===== src/rtl/aes_pkg.sv =====
// Shared types, S-box tables and round functions for the AES-128 block cipher.
// Has no dependencies; every other file in rtl/ uses it.
`default_nettype none

package aes_pkg;

   localparam int ROUNDS_DEFAULT = 10;
   localparam int BLOCK_BITS     = 128;
   localparam int KEY_BITS       = 128;

   typedef struct packed {
      logic        mode;
      logic [63:0] data_low;
      logic [63:0] data_high;
   } req_type;

   typedef struct packed {
      logic [63:0] result_low;
      logic [63:0] result_high;
   } rsp_type;

   // Control that travels alongside one block through a stage.
   typedef struct packed {
      logic valid;
      logic mode;
   } stage_ctl_type;

   typedef logic [7:0] sbox_table_type [256];

   function automatic logic [7:0] xtime(input logic [7:0] v);
      return {v[6:0], 1'b0} ^ (v[7] ? 8'h1b : 8'h00);
   endfunction

   function automatic logic [7:0] gmul(input logic [7:0] a, input logic [7:0] b);
      logic [7:0] p;
      logic [7:0] x;
      p = '0;
      x = a;
      for (int i = 0; i < 8; i++) begin
         if (b[i]) p = p ^ x;
         x = xtime(x);
      end
      return p;
   endfunction

   function automatic logic [7:0] ginv(input logic [7:0] x);
      logic [7:0] p;
      logic [7:0] base;
      logic [7:0] e;
      p    = 8'h01;
      base = x;
      e    = 8'd254;
      for (int i = 0; i < 8; i++) begin
         if (e[i]) p = gmul(p, base);
         base = gmul(base, base);
      end
      return p;
   endfunction

   function automatic logic [7:0] rotl8(input logic [7:0] v, input int n);
      return (v << n) | (v >> (8 - n));
   endfunction

   // Tables are built at elaboration from the field inverse and the affine map.
   function automatic sbox_table_type gen_sbox(input logic inverse);
      sbox_table_type t;
      logic [7:0] x;
      logic [7:0] b;
      for (int i = 0; i < 256; i++) begin
         x = i[7:0];
         if (!inverse) begin
            b = ginv(x);
            t[i] = b ^ rotl8(b, 1) ^ rotl8(b, 2) ^ rotl8(b, 3) ^ rotl8(b, 4) ^ 8'h63;
         end else begin
            b = rotl8(x, 1) ^ rotl8(x, 3) ^ rotl8(x, 6) ^ 8'h05;
            t[i] = ginv(b);
         end
      end
      return t;
   endfunction

   localparam sbox_table_type SBOX     = gen_sbox(1'b0);
   localparam sbox_table_type INV_SBOX = gen_sbox(1'b1);

   function automatic logic [31:0] sub_word(input logic [31:0] w);
      logic [31:0] r;
      for (int k = 0; k < 4; k++) r[8*k +: 8] = SBOX[w[8*k +: 8]];
      return r;
   endfunction

   function automatic logic [127:0] sub_bytes(input logic [127:0] s, input logic inverse);
      logic [127:0] t;
      for (int j = 0; j < 16; j++)
         t[8*j +: 8] = inverse ? INV_SBOX[s[8*j +: 8]] : SBOX[s[8*j +: 8]];
      return t;
   endfunction

   // State byte j is row j%4, column j/4.
   function automatic logic [127:0] shift_rows(input logic [127:0] s, input logic inverse);
      logic [127:0] t;
      t = '0;
      for (int r = 0; r < 4; r++) begin
         for (int c = 0; c < 4; c++) begin
            if (!inverse) t[8*(r + 4*c) +: 8] = s[8*(r + 4*((c + r) % 4)) +: 8];
            else          t[8*(r + 4*((c + r) % 4)) +: 8] = s[8*(r + 4*c) +: 8];
         end
      end
      return t;
   endfunction

   function automatic logic [127:0] mix_columns(input logic [127:0] s, input logic inverse);
      logic [127:0] t;
      logic [7:0]   a [4];
      logic [7:0]   x2 [4];
      logic [7:0]   x4 [4];
      logic [7:0]   x8 [4];
      logic [7:0]   m [4];
      for (int c = 0; c < 4; c++) begin
         for (int k = 0; k < 4; k++) begin
            a[k]  = s[8*(4*c + k) +: 8];
            x2[k] = xtime(a[k]);
            x4[k] = xtime(x2[k]);
            x8[k] = xtime(x4[k]);
         end
         for (int r = 0; r < 4; r++) begin
            for (int k = 0; k < 4; k++) begin
               case (k)
                  0: m[k] = inverse ? (x8[(r+k)%4] ^ x4[(r+k)%4] ^ x2[(r+k)%4])
                                    : x2[(r+k)%4];
                  1: m[k] = inverse ? (x8[(r+k)%4] ^ x2[(r+k)%4] ^ a[(r+k)%4])
                                    : (x2[(r+k)%4] ^ a[(r+k)%4]);
                  2: m[k] = inverse ? (x8[(r+k)%4] ^ x4[(r+k)%4] ^ a[(r+k)%4])
                                    : a[(r+k)%4];
                  default: m[k] = inverse ? (x8[(r+k)%4] ^ a[(r+k)%4]) : a[(r+k)%4];
               endcase
            end
            t[8*(4*c + r) +: 8] = m[0] ^ m[1] ^ m[2] ^ m[3];
         end
      end
      return t;
   endfunction

endpackage

`default_nettype wire


===== src/rtl/aes_key_expand.sv =====
// Sequential AES-128 key schedule: one round key per clock after a start.
// Depends on aes_pkg.
`default_nettype none

module aes_key_expand #(
   parameter int ROUNDS = aes_pkg::ROUNDS_DEFAULT
) (
   input  wire logic                                  clock,
   input  wire logic                                  reset,
   input  wire logic                                  start,
   input  wire logic [aes_pkg::KEY_BITS-1:0]          key,
   output logic                                       busy,
   output logic [ROUNDS:0][aes_pkg::KEY_BITS-1:0]     round_keys
);

   localparam int CNT_W = $clog2(ROUNDS + 1);

   logic [ROUNDS:0][aes_pkg::KEY_BITS-1:0] rk_ff;
   logic [aes_pkg::KEY_BITS-1:0] prev_ff;
   logic [CNT_W-1:0]             cnt_ff;
   logic                         busy_ff;
   logic [7:0]                   rc_ff;
   logic [aes_pkg::KEY_BITS-1:0] next_in;
   logic [31:0]                  t;

   always_comb begin
      t = aes_pkg::sub_word({prev_ff[103:96], prev_ff[127:104]}) ^ {24'd0, rc_ff};
      next_in[31:0]   = prev_ff[31:0]   ^ t;
      next_in[63:32]  = prev_ff[63:32]  ^ next_in[31:0];
      next_in[95:64]  = prev_ff[95:64]  ^ next_in[63:32];
      next_in[127:96] = prev_ff[127:96] ^ next_in[95:64];
   end

   always_ff @(posedge clock) begin
      if (reset) begin
         busy_ff <= 1'b0;
         cnt_ff  <= '0;
      end else if (start) begin
         busy_ff <= 1'b1;
         cnt_ff  <= CNT_W'(1);
      end else if (busy_ff) begin
         cnt_ff <= cnt_ff + CNT_W'(1);
         if (cnt_ff == CNT_W'(ROUNDS)) busy_ff <= 1'b0;
      end
   end

   always_ff @(posedge clock) begin
      if (start) begin
         prev_ff  <= key;
         rk_ff[0] <= key;
         rc_ff    <= 8'h01;
      end else if (busy_ff) begin
         prev_ff        <= next_in;
         rk_ff[cnt_ff]  <= next_in;
         rc_ff          <= aes_pkg::xtime(rc_ff);
      end
   end

   assign busy       = busy_ff;
   assign round_keys = rk_ff;

endmodule

`default_nettype wire


===== config.mk =====
export PLATFORM = sky130hd
export DESIGN_NAME = aes_key_expand
export DESIGN_NICKNAME = d
export VERILOG_FILES = /design/src/rtl/aes_pkg.sv /design/src/rtl/aes_key_expand.sv
export SDC_FILE = /design/constraint.sdc
export NUM_CORES = 2
export LEC_CHECK = 0
export BUFFER_PORTS_ARGS = -buffer_cell sky130_fd_sc_hd__buf_2
export CORE_AREA = 2 2 596 598
export CTS_BUF_LIST = sky130_fd_sc_hd__clkbuf_4 sky130_fd_sc_hd__clkbuf_8 sky130_fd_sc_hd__clkbuf_16
export DETAILED_ROUTE_END_ITERATION = 16
export DIE_AREA = 0 0 598 600
export PLACE_DENSITY = 0.35
export SYNTH_ARGS = -nofsm -noshare
export SYNTH_HDL_FRONTEND = slang
export SYNTH_SLANG_ARGS = --single-unit

===== constraint.sdc =====
create_clock -name clock -period 8.5 [get_ports clock]
set_clock_uncertainty 0.05 [all_clocks]
set_input_delay 2.125 -clock clock [delete_from_list [all_inputs] [get_ports clock]]
set_output_delay 2.125 -clock clock [all_outputs]
set_load 0.02 [all_outputs]

==> impl_results.md <==
- Outcome: finished clean
- Cells on worst reg2reg path: 11
- Synthesized area per cell: 14.7 sq um
- GP Congestion: 0.936
- Arrival time worst endpoint: 6.58 ns
- RR Endpoint: round_keys[378]$_DFFE_PP_
- Routed Antenna Nets: 0
- Most frequent cells in the layout: buf_2 (1,538), edfxtp_1 (1,536), o21ai_0 (271), nand2_1 (265), nor2_1 (220)
- FF+latch area: 46,400 sq um
- Max-slew violation count: 0
- Min Clock Period, post-route: 6.11 ns
- Setup crit end kind: register
- Mapped Area: 65,700 sq um
- Clock transition at the registers of the reported paths: 0.06 ns
- Initial core utilization: 18.7%
- Critical Path Fanout Max: 40
- DRC Markers: 0
- Placed Cells: 10,500
- Port Buffers: 1,539
- Worst EP required: 8.97 ns
- RR Startpoint: prev_ff[97]$_DFFE_PP_
- Leading cell type in the layout, fill and taps excluded: buf_2
- Initial DRC count: 5,528
- Die height: 600 um
- Post-route insts no fill: 10,900
- Pin count of the biggest net entering global routing: 133
- Core Area: 352,000 sq um
- Register bit count reported by yosys: 1,549
- Die area: 359,000 sq um
- Vias/cell: 4.59
- Vias in the first global route: 47,300
- Skew-Pair Late Insertion Delay: 0.89 ns
- H-tree levels: 4
- YS warnings: 0
- MaxCap Viol Count: 0
- Clk sink count: 1,549
- Vias: 49,900
- RSZ-0062 raised after global routing: no
- Row count: 218
- Area of the multi-input gates: 17,800 sq um
- Crit path launch: prev_ff[97]$_DFFE_PP_
- Post-synth net total: 4,668
- Final setup TNS: 0 ns
- Final net count: 6,245
- Top FF cell, synth: edfxtp_1
- Slew margin rel.: 15.8%
- IO Pins: 1,540
- Critical path endpoint: round_keys[378]$_DFFE_PP_
- Internal reg-to-reg setup slack: 2.39 ns
- Min-delay worst type: register to register
- Post-detail-place hpwl: 284,000 um
- Post-cts resize count: 0
- Slew at the pin with the worst max-slew slack: 1.26 ns
- CTS root buffer: clkbuf_16
- Final Util: 24.5%
- Drt total wl: 387,000 um
- Overflow after GRT: 0
- Synth cell types: 104
- Hold_buf cts: 0
- Final hold vios: 0
- Layout cells sized above 1: 36.5%
- Drt pass-1 iters: 6
- Synth-to-Final Area Change: 31.1%
- Fill count: 37,000
- Clk buf depth: 4
- Fmax: 0.164 GHz
- Initial antenna violation count: 108
- Critical path startpoint category: register
- Final setup vio count: 0
- First-pass GRT wire length: 493,000 um
- EDFF count, synth: 1,536
- Post-CTS Repair Setup Buffers: 0
- DR WL/cell: 35.6 um
- CTS tree: yes
- Num CTS Buffers: 190
- Die span in x: 598 um
- Seq/Total Area, Yosys: 70.6%
- Mapped Cells: 4,477
- Total track usage: 20.5%
- WS Path Type: register to register
- Ys async rst share: 0%
- Period utilization: 71.9%
[area by class of cell]
cell class	instances	share of cell area, %
well taps	4620	6.71
diodes	48	0.139
inverters	120	0.529
flip-flops and latches	1549	53.8
repair buffers	1708	10.6
multi-input cells	2485	20.6
clock buffers	218	5.81
clock inverters	126	1.71
[synthesized netlist by cell type, drive strengths merged (84+ instances only)]
cell type | instances | area (sq um)
a21oi | 177 | 886
and2 | 87 | 544
buf | 165 | 913
clkbuf | 158 | 593
edfxtp | 1536 | 46100
inv | 117 | 439
nand2 | 267 | 1000
nand2b | 103 | 644
nor2 | 223 | 847
nor2b | 84 | 528
nor3 | 87 | 435
o21ai | 278 | 1390
xnor2 | 126 | 1160
[worst max-delay path, stage by stage, from the launching register on]
cell and delay (ns):
edfxtp_1 0.36, buf_4 0.50, ha_1 0.75, nor2_1 0.31, o31a_1 0.32, mux4_2 0.47
mux4_2 0.54, xnor2_2 0.76, xnor2_1 0.26, inv_2 0.35, xnor2_1 0.72, inv_1 0.33
[registers in the layout, summed over array words and instances, names as in the netlist]
name	flops
round_keys	1408
prev_ff	128
rc_ff	8
busy	1
cnt_ff	4
[metal layers]
layer | GRT usage, % | vias to the layer above | share of wire (%)
li1 | - | 20400 | -
met1 | 26.0 | 26300 | 41
met3 | 4.12 | 573 | 6.8
met4 | 7.93 | 8 | 4.6
met5 | 0 | - | 0.012
met2 | 34.2 | 2548 | 48
[logic make-up (layout without fill, tap and decap cells)]
| logic type | Yosys count | in the layout | share of synthesized area [%] |
|---|---|---|---|
| xor gates and xnor gates | 181 | 181 | 2.87 |
| DFF | 1549 | 1549 | 70.6 |
| buffers and inverters | 443 | 2172 | 2.98 |
| AOI/OAI and AO/OA | 984 | 984 | 10.1 |
| other | 0 | 48 | 0 |
| adders and majority gates | 60 | 60 | 1.14 |
| muxes | 172 | 172 | 3.90 |
| and+or+nand+nor | 1088 | 1088 | 8.43 |
[per-stage QoR]
step | hold slack, ns | cell area, sq um | setup WS, ns
finish | 0.472 | 86200 | 2.39
global route | 0.499 | 86100 | 2.21
CTS | 0.464 | 86000 | 2.33
detailed placement | 0.464 | 79600 | 2.31
global placement | 0.458 | 79500 | 1.76
floorplan | 0.436 | 65700 | 0.509
[how the worst min path moves through the flow]
stage,from,end,slack [ns],cells after the start
floorplan,rc_ff[1]$_SDFFE_PP0P_,rc_ff[1]$_SDFFE_PP0P_,0.44,2
global placement,rc_ff[4]$_SDFFE_PP0P_,rc_ff[4]$_SDFFE_PP0P_,0.46,2
detailed placement,rc_ff[4]$_SDFFE_PP0P_,rc_ff[4]$_SDFFE_PP0P_,0.46,2
CTS,rc_ff[4]$_SDFFE_PP0P_,rc_ff[5]$_SDFFE_PP0P_,0.46,2
global route,rc_ff[1]$_SDFFE_PP0P_,rc_ff[1]$_SDFFE_PP0P_,0.50,2
finish,rc_ff[4]$_SDFFE_PP0P_,rc_ff[4]$_SDFFE_PP0P_,0.47,2
Power is not shown: default switching activity piles up to over one toggle a cycle in this logic, so the estimate is an artifact.
